### config.mk
export PLATFORM = sky130hd
export DESIGN_NAME = websocket_frame_deframer
export DESIGN_NICKNAME = d
export VERILOG_FILES = /design/src/rtl/wsdf_pkg.sv /design/src/rtl/websocket_frame_deframer.sv /design/src/rtl/wsdf_parser.sv
export VERILOG_INCLUDE_DIRS = /design/src /design/src/rtl
export SDC_FILE = /design/constraint.sdc
export NUM_CORES = 1
export LEC_CHECK = 0
export BUFFER_PORTS_ARGS = -buffer_cell sky130_fd_sc_hd__buf_2
export CELL_PAD_IN_SITES_DETAIL_PLACEMENT = 1
export CELL_PAD_IN_SITES_GLOBAL_PLACEMENT = 1
export CORE_MARGIN = 2
export CORE_UTILIZATION = 30
export CTS_BUF_LIST = sky130_fd_sc_hd__clkbuf_8
export CTS_CLUSTER_SIZE = 14
export DETAILED_ROUTE_END_ITERATION = 8
export GPL_ROUTABILITY_DRIVEN = 0
export GPL_TIMING_DRIVEN = 0
export PLACE_DENSITY_LB_ADDON = 0.1
export SETUP_SLACK_MARGIN = 0.2
export SYNTH_ARGS = -nofsm -noshare
export SYNTH_HDL_FRONTEND = slang
export SYNTH_SLANG_ARGS = --single-unit
### constraint.sdc
create_clock -name clk -period 3.45 [get_ports clk]
set_input_delay 0.5175 -clock clk [delete_from_list [all_inputs] [get_ports clk]]
set_output_delay 0.5175 -clock clk [all_outputs]
set_load 0.1 [all_outputs]
### src/rtl/websocket_frame_deframer_defines.svh
// assertion macros shared by the deframer rtl
// no dependencies; each file that asserts includes this header
`ifndef WEBSOCKET_FRAME_DEFRAMER_DEFINES_SVH
`define WEBSOCKET_FRAME_DEFRAMER_DEFINES_SVH
`ifndef NO_ASSERTIONS
// same-cycle implication, disabled while in reset
`define WSDF_ASSERT_IMP(lbl, ante, cons, msg) \
	lbl: assert property (@(posedge clk) disable iff (!arst_n) (ante) |-> (cons)) \
		else $error(msg);
// next-cycle implication, disabled while in reset
`define WSDF_ASSERT_NXT(lbl, ante, cons, msg) \
	lbl: assert property (@(posedge clk) disable iff (!arst_n) (ante) |=> (cons)) \
		else $error(msg);
`else
`define WSDF_ASSERT_IMP(lbl, ante, cons, msg)
`define WSDF_ASSERT_NXT(lbl, ante, cons, msg)
`endif
`endif

### src/rtl/wsdf_pkg.sv
// types and constants of the websocket frame deframer
// no dependencies; used by wsdf_parser and websocket_frame_deframer
`default_nettype none
package wsdf_pkg;

	typedef enum logic [2:0] {
		PH_HDR0   = 3'd0,
		PH_HDR1   = 3'd1,
		PH_EXT    = 3'd2,
		PH_DATA   = 3'd3,
		PH_CLOSED = 3'd4
	} phase_t;

	localparam logic [3:0] OP_CONT  = 4'h0;
	localparam logic [3:0] OP_TEXT  = 4'h1;
	localparam logic [3:0] OP_CLOSE = 4'h8;
	localparam logic [3:0] OP_PING  = 4'h9;

	localparam logic [1:0] KIND_DATA  = 2'd0;
	localparam logic [1:0] KIND_PING  = 2'd1;
	localparam logic [1:0] KIND_CLOSE = 2'd2;

	localparam logic [6:0] LEN_EXT16 = 7'd126;
	localparam logic [6:0] LEN_EXT64 = 7'd127;
	localparam logic [3:0] EXT16_BYTES = 4'd2;
	localparam logic [3:0] EXT64_BYTES = 4'd8;

	typedef struct packed {
		logic [7:0] out_byte;
		logic [1:0] kind;
		logic       has_byte;
		logic       frame_end;
		logic       message_end;
	} res_t;

endpackage
`default_nettype wire

### src/rtl/websocket_frame_deframer.sv
// websocket frame deframer top level: input register, parser, result register
// depends on wsdf_pkg, wsdf_parser and websocket_frame_deframer_defines.svh
//
// usage
//   s_* takes the received server byte stream, one byte per request.
//   m_* gives one result per payload byte of text, continuation and ping
//   frames, one event for an empty data or ping frame, and one close event.
//   binary, pong and reserved frames give nothing; after a close event every
//   further byte is taken and dropped until reset.
//   m_tlast marks the last result of a frame; m_tuser carries kind, has_byte
//   and message_end.
// timing
//   a byte is registered at its accept edge; its result, if any, is then
//   registered when m_tready does not stall it. throughput is 1 byte per
//   cycle without a stall, set by the parser state update (64-bit
//   remaining-length decrement and compare) in the single parser stage.
// reset and stall
//   arst_n clears the input and result valid flags and puts the parser back to
//   waiting for the first header byte. while m_tready is low and a result is
//   waiting, one more byte can be held in the input register, then s_tready
//   drops; nothing is lost.
`default_nettype none
`include "websocket_frame_deframer_defines.svh"
module websocket_frame_deframer (
	input  wire logic       clk,
	input  wire logic       arst_n,
	input  wire logic       s_tvalid,
	output logic            s_tready,
	input  wire logic [7:0] s_tdata,   // [7:0] rx_byte
	output logic            m_tvalid,
	input  wire logic       m_tready,
	output logic [7:0]      m_tdata,   // [7:0] out_byte
	output logic            m_tlast,   // frame_end
	output logic [3:0]      m_tuser    // [1:0] kind, [2] has_byte, [3] message_end
);

	logic           valid_s1;
	logic [7:0]     byte_s1;
	logic           advance;
	logic           res_valid;
	wsdf_pkg::res_t res;
	logic           out_valid_q;
	wsdf_pkg::res_t out_q;

	assign advance  = valid_s1 && (!out_valid_q || m_tready);
	assign s_tready = !valid_s1 || advance;

	always_ff @(posedge clk or negedge arst_n) begin
		if (!arst_n) begin
			valid_s1 <= 1'b0;
		end else if (s_tvalid && s_tready) begin
			valid_s1 <= 1'b1;
		end else if (advance) begin
			valid_s1 <= 1'b0;
		end
	end

	always_ff @(posedge clk) begin
		if (s_tvalid && s_tready) begin
			byte_s1 <= s_tdata;
		end
	end

	wsdf_parser u_parser (
		.clk       (clk),
		.arst_n    (arst_n),
		.en        (advance),
		.rx_byte   (byte_s1),
		.res_valid (res_valid),
		.res       (res)
	);

	always_ff @(posedge clk or negedge arst_n) begin
		if (!arst_n) begin
			out_valid_q <= 1'b0;
		end else if (advance) begin
			out_valid_q <= res_valid;
		end else if (m_tready) begin
			out_valid_q <= 1'b0;
		end
	end

	always_ff @(posedge clk) begin
		if (advance && res_valid) begin
			out_q <= res;
		end
	end

	assign m_tvalid = out_valid_q;
	assign m_tdata  = out_q.out_byte;
	assign m_tlast  = out_q.frame_end;
	assign m_tuser  = {out_q.message_end, out_q.has_byte, out_q.kind};

	`WSDF_ASSERT_NXT(a_accept_loads, s_tvalid && s_tready, valid_s1, "accepted byte not held in input register")
	`WSDF_ASSERT_NXT(a_s1_holds, valid_s1 && !advance, valid_s1 && $stable(byte_s1), "stalled input register changed")
	`WSDF_ASSERT_IMP(a_close_ends_frame, out_valid_q && (out_q.kind == wsdf_pkg::KIND_CLOSE), out_q.frame_end && !out_q.has_byte, "close event without frame end")

endmodule
`default_nettype wire

### src/rtl/wsdf_parser.sv
// frame header and payload parser: holds the frame state, one byte per enable
// depends on wsdf_pkg and websocket_frame_deframer_defines.svh
`default_nettype none
`include "websocket_frame_deframer_defines.svh"
module wsdf_parser (
	input  wire logic          clk,
	input  wire logic          arst_n,
	input  wire logic          en,
	input  wire logic [7:0]    rx_byte,
	output logic               res_valid,
	output wsdf_pkg::res_t     res
);

	wsdf_pkg::phase_t phase_q, phase_n;
	logic        final_q, final_n;
	logic [3:0]  opcode_q, opcode_n;
	logic [63:0] remaining_q, remaining_n;
	logic [3:0]  len_left_q, len_left_n;

	logic        len_done;
	logic        len_zero;
	logic        last;
	logic        is_data;

	always_ff @(posedge clk or negedge arst_n) begin
		if (!arst_n) begin
			phase_q     <= wsdf_pkg::PH_HDR0;
			final_q     <= 1'b0;
			opcode_q    <= 4'd0;
			remaining_q <= 64'd0;
			len_left_q  <= 4'd0;
		end else if (en) begin
			phase_q     <= phase_n;
			final_q     <= final_n;
			opcode_q    <= opcode_n;
			remaining_q <= remaining_n;
			len_left_q  <= len_left_n;
		end
	end

	always_comb begin
		phase_n     = phase_q;
		final_n     = final_q;
		opcode_n    = opcode_q;
		remaining_n = remaining_q;
		len_left_n  = len_left_q;
		len_done    = 1'b0;
		len_zero    = 1'b0;
		last        = (remaining_q == 64'd1);
		is_data     = (opcode_q == wsdf_pkg::OP_TEXT) || (opcode_q == wsdf_pkg::OP_CONT);
		res_valid   = 1'b0;
		res         = '0;
		case (phase_q)
			wsdf_pkg::PH_CLOSED: begin
				res_valid = 1'b0;
			end
			wsdf_pkg::PH_HDR1: begin
				if (rx_byte[6:0] == wsdf_pkg::LEN_EXT16) begin
					remaining_n = 64'd0;
					len_left_n  = wsdf_pkg::EXT16_BYTES;
					phase_n     = wsdf_pkg::PH_EXT;
				end else if (rx_byte[6:0] == wsdf_pkg::LEN_EXT64) begin
					remaining_n = 64'd0;
					len_left_n  = wsdf_pkg::EXT64_BYTES;
					phase_n     = wsdf_pkg::PH_EXT;
				end else begin
					remaining_n = {57'd0, rx_byte[6:0]};
					len_left_n  = 4'd0;
					len_done    = 1'b1;
					len_zero    = (rx_byte[6:0] == 7'd0);
				end
			end
			wsdf_pkg::PH_EXT: begin
				// extended length arrives most significant byte first
				remaining_n = {remaining_q[55:0], rx_byte};
				len_left_n  = len_left_q - 4'd1;
				len_done    = (len_left_n == 4'd0);
				len_zero    = (remaining_n == 64'd0);
			end
			wsdf_pkg::PH_DATA: begin
				remaining_n = remaining_q - 64'd1;
				if (last) begin
					phase_n = wsdf_pkg::PH_HDR0;
				end
				if (opcode_q == wsdf_pkg::OP_CLOSE) begin
					if (last) begin
						phase_n        = wsdf_pkg::PH_CLOSED;
						res_valid      = 1'b1;
						res.kind       = wsdf_pkg::KIND_CLOSE;
						res.frame_end  = 1'b1;
					end
				end else if (opcode_q == wsdf_pkg::OP_PING) begin
					res_valid     = 1'b1;
					res.out_byte  = rx_byte;
					res.kind      = wsdf_pkg::KIND_PING;
					res.has_byte  = 1'b1;
					res.frame_end = last;
				end else if (is_data) begin
					res_valid       = 1'b1;
					res.out_byte    = rx_byte;
					res.kind        = wsdf_pkg::KIND_DATA;
					res.has_byte    = 1'b1;
					res.frame_end   = last;
					res.message_end = last && final_q;
				end
			end
			default: begin
				// first header byte; unused phase codes land here too
				final_n     = rx_byte[7];
				opcode_n    = rx_byte[3:0];
				remaining_n = 64'd0;
				len_left_n  = 4'd0;
				phase_n     = wsdf_pkg::PH_HDR1;
			end
		endcase

		// length complete: enter payload or finish an empty frame
		if (len_done) begin
			if (!len_zero) begin
				phase_n = wsdf_pkg::PH_DATA;
			end else if (opcode_q == wsdf_pkg::OP_CLOSE) begin
				phase_n       = wsdf_pkg::PH_CLOSED;
				res_valid     = 1'b1;
				res.kind      = wsdf_pkg::KIND_CLOSE;
				res.frame_end = 1'b1;
			end else begin
				phase_n = wsdf_pkg::PH_HDR0;
				if (opcode_q == wsdf_pkg::OP_PING) begin
					res_valid     = 1'b1;
					res.kind      = wsdf_pkg::KIND_PING;
					res.frame_end = 1'b1;
				end else if (is_data) begin
					res_valid       = 1'b1;
					res.kind        = wsdf_pkg::KIND_DATA;
					res.frame_end   = 1'b1;
					res.message_end = final_q;
				end
			end
		end
	end

	`WSDF_ASSERT_IMP(a_ext_has_count, phase_q == wsdf_pkg::PH_EXT, len_left_q != 4'd0, "extended length phase with no length bytes left")
	`WSDF_ASSERT_IMP(a_data_nonzero, phase_q == wsdf_pkg::PH_DATA, remaining_q != 64'd0, "payload phase with zero bytes remaining")
	`WSDF_ASSERT_NXT(a_closed_sticks, phase_q == wsdf_pkg::PH_CLOSED, phase_q == wsdf_pkg::PH_CLOSED, "left closed phase without reset")

endmodule
`default_nettype wire

==> impl_metrics.ini <==
[run_status]
status = finished, final reports clean

[critical_path]
max_stage_delay_ns = 0.52
path_cells = or3_1 -> buf_2 -> or4_4 -> or4_4 -> buf_6 -> nor4_4 -> nor3_2 -> nor2_4 -> buf_12
cp_common_cell = or4_4
setup.worst_path.end_class = flop
crit_arrival_ns = 3.29
cpMaxStageDelayCell = or4_4
crit_path_start = u_parser.remaining_q[28]
crit_path_start_kind = flop
crit_type = reg2reg
reg2reg_from = u_parser.remaining_q[28]
crit_required_ns = 3.56
crit_fanout = 13

[yosys]
synth_area_leader_cell = dfrtp_1
synth.area.top_cells = dfrtp_1, edfxtp_1, o21ai_0, nand2_1, nor4_1
yosysSeqAreaShare_pct = 44.5
synth_seq_cells = 99
yosysTopAreaCellShare_pct = 33.6
synthArstFlopShare_pct = 78.8
synthCells = 646
synth_area_sq_um = 5810
ys_warn_count = 0
synth_edf_count = 21
synth.net_count = 663
synthDistinctLibCells = 61
syn_area_per_cell_sq_um = 8.99
synthFlopType = dfrtp_1

[global_route]
grt_pass1_wl_um = 34600
grt_overflow = 0
grt_antenna_before_repair = 0
grt_max_degree = 48
grt_pass1_vias = 5745
track_usage_pct = 22.6

[floorplan]
fp.dieArea_sq_um = 20500
fp.dieH_um = 143
coreArea_sq_um = 18800
start_util_pct = 30.8
dieWidth_um = 143
io_pins = 27
rows = 50

[place]
placed_cell_area_sq_um = 6300
hpwl_um = 16000
pre_cts_slack_ns = -0.433
dp_cells = 933
io_buffers = 26

[cells_and_area]
n_antenna_cell = 0
final_core_util_pct = 35.3
layout.cells.non_filler = 953
layout.nets = 705
final_area_sq_um = 6650
drive_gt1_share_pct = 13.1
area_growth_pct = 14.5

[drt]
final_antenna_net_count = 0
drcViolationCount = 0
vias = 5545
drt-pass1-iter-count = 5
avgRoutedWirePerCell_um = 23.4
drt-initial-drc-count = 337
via_per_inst = 5.82
wirelength_um = 22300

[flow_run]
cap_violations = 0

[sta]
hold_viol = 0
post-route-period-util_pct = 92.0
clock.fmax_mhz = 315
relSlewSlack_pct = 29.8
timing.final.ws_setup_ns = 0.277
fin_skew_ns = 0.0125
min_period_ns = 3.17
setup_viol = 0
rsz0062_at_grt = false
worst_slew_pin_slew_ns = 1.04
slew_viol_final = 0

[worst_hold_path]
hold_path.class = in2async

[cts]
cts_root_buf = clkbuf_8
clk_latency_ns = 0.40
hold_buffers = 0
cts_tree = yes
clk_pin_slew_worst_paths_ns = 0.11
clock_sinks = 99
cts_buffer_depth = 2
ctsHtreeMaxLevel = 3
cts_made_buffers = 9
-- worst paths after layout --
path	end	slack, ns	cells after the start
worst max-delay path	m_tuser[1]	0.28	9
min in group clk	byte_s1[6]	0.28	1
worst min-delay path	u_parser.final_q	0.06	1
worst min register to register	u_parser.final_q	0.52	1
worst max register to register	m_tuser[1]	0.28	9
max in group asynchronous	u_parser.remaining_q[37]	2.76	2
-- Yosys cell counts, drive strengths merged, types with 6 or more instances --
| master | instances |
|---|---|
| a21oi | 24 |
| a221o | 7 |
| a22oi | 26 |
| a32oi | 10 |
| and2 | 10 |
| and3 | 7 |
| buf | 6 |
| clkbuf | 34 |
| dfrtp | 78 |
| edfxtp | 21 |
| inv | 14 |
| nand2 | 62 |
| nand2b | 8 |
| nand3 | 19 |
| nand4 | 7 |
| nor2 | 46 |
| nor2b | 6 |
| nor3 | 30 |
| nor4 | 35 |
| o211ai | 8 |
| o21ai | 68 |
| o311ai | 7 |
| or3 | 17 |
| or4 | 15 |
| xnor2 | 10 |
| xor2 | 7 |
-- routing by layer --
metal / GRT usage, % / wire length [um] / up-vias
li1: - / - / 2533
met3: 4.12 / 780 / 29
met4: 7.03 / 432 / 0
met2: 35.1 / 10200 / 107
met1: 32.0 / 10900 / 2876
met5: 0 / 0 / -
-- worst max-delay path, delay by kind of cell, from the launching register on --
kind | cells | cell delay, ns
simple gates | 6 | 1.97
flops | 1 | 0.45
buf+inv | 3 | 0.47
-- flip-flops by register name (all words and copies together), names as in the netlist --
name,count
u_parser.remaining_q,64
byte_s1,8
m_tdata,8
m_tuser,4
u_parser.len_left_q,4
u_parser.opcode_q,4
u_parser.phase_q,3
m_tlast,1
m_tvalid,1
u_parser.final_q,1
valid_s1,1
-- stage by stage --
stage                     setup TNS (ns)  hold WS [ns]
after floorplan                        0         0.222
after global placement             -1.32         0.482
after detailed placement           -2.22         0.494
after CTS                              0        0.0665
after global routing                   0        0.0801
final                                  0        0.0643
-- layout by cell type, fill, tap and decap left out, drive strengths merged, types with 3 or more instances in the layout --
master  instances
a221o           7
xnor2          10
nand4           7
o21ai          68
a32oi          10
nand3          19
a22oi          26
a211o           3
nor3b           5
o21bai          5
dfrtp          78
nor2b           6
nand2          62
o311ai          7
or4            15
clkbuf         43
or2             5
nor4           35
o211ai          8
nor2           46
buf            37
mux2            5
or3            17
nand2b          8
nor3           30
and3            7
a31oi           4
xor2            7
a22o            3
o31ai           5
and2           10
edfxtp         21
ha              5
a21oi          24
inv            17
-- logic make-up after synthesis --
family	count (synthesis)	share of synthesized area (%)
AOI/OAI and AO/OA	184	21.1
xor gates and xnor gates	17	2.56
adders and majority gates	5	1.08
buffers and inverters	54	3.79
DFF	99	44.5
muxes	6	1.14
and+or+nand+nor	281	25.9
-- final cells by class --
class	count	area, sq um
clock buffers	9	124
clock inverters	7	78.8
inverters	14	52.6
repair buffers	31	203
flip-flops and latches	99	2590
multi-input cells	493	3110
well taps	260	325
fillers	2197	12200
plain buffers	40	170
-- repair_timing --
item	4_1_cts	5_1_grt
pin swaps	3	2
gates resized for setup	8	14
setup buffers	3	1
setup endpoints to repair	29	29
Power is left out: the tool's default activity adds up to more than one toggle a clock period on the data nets, which glitch-free logic cannot reach.
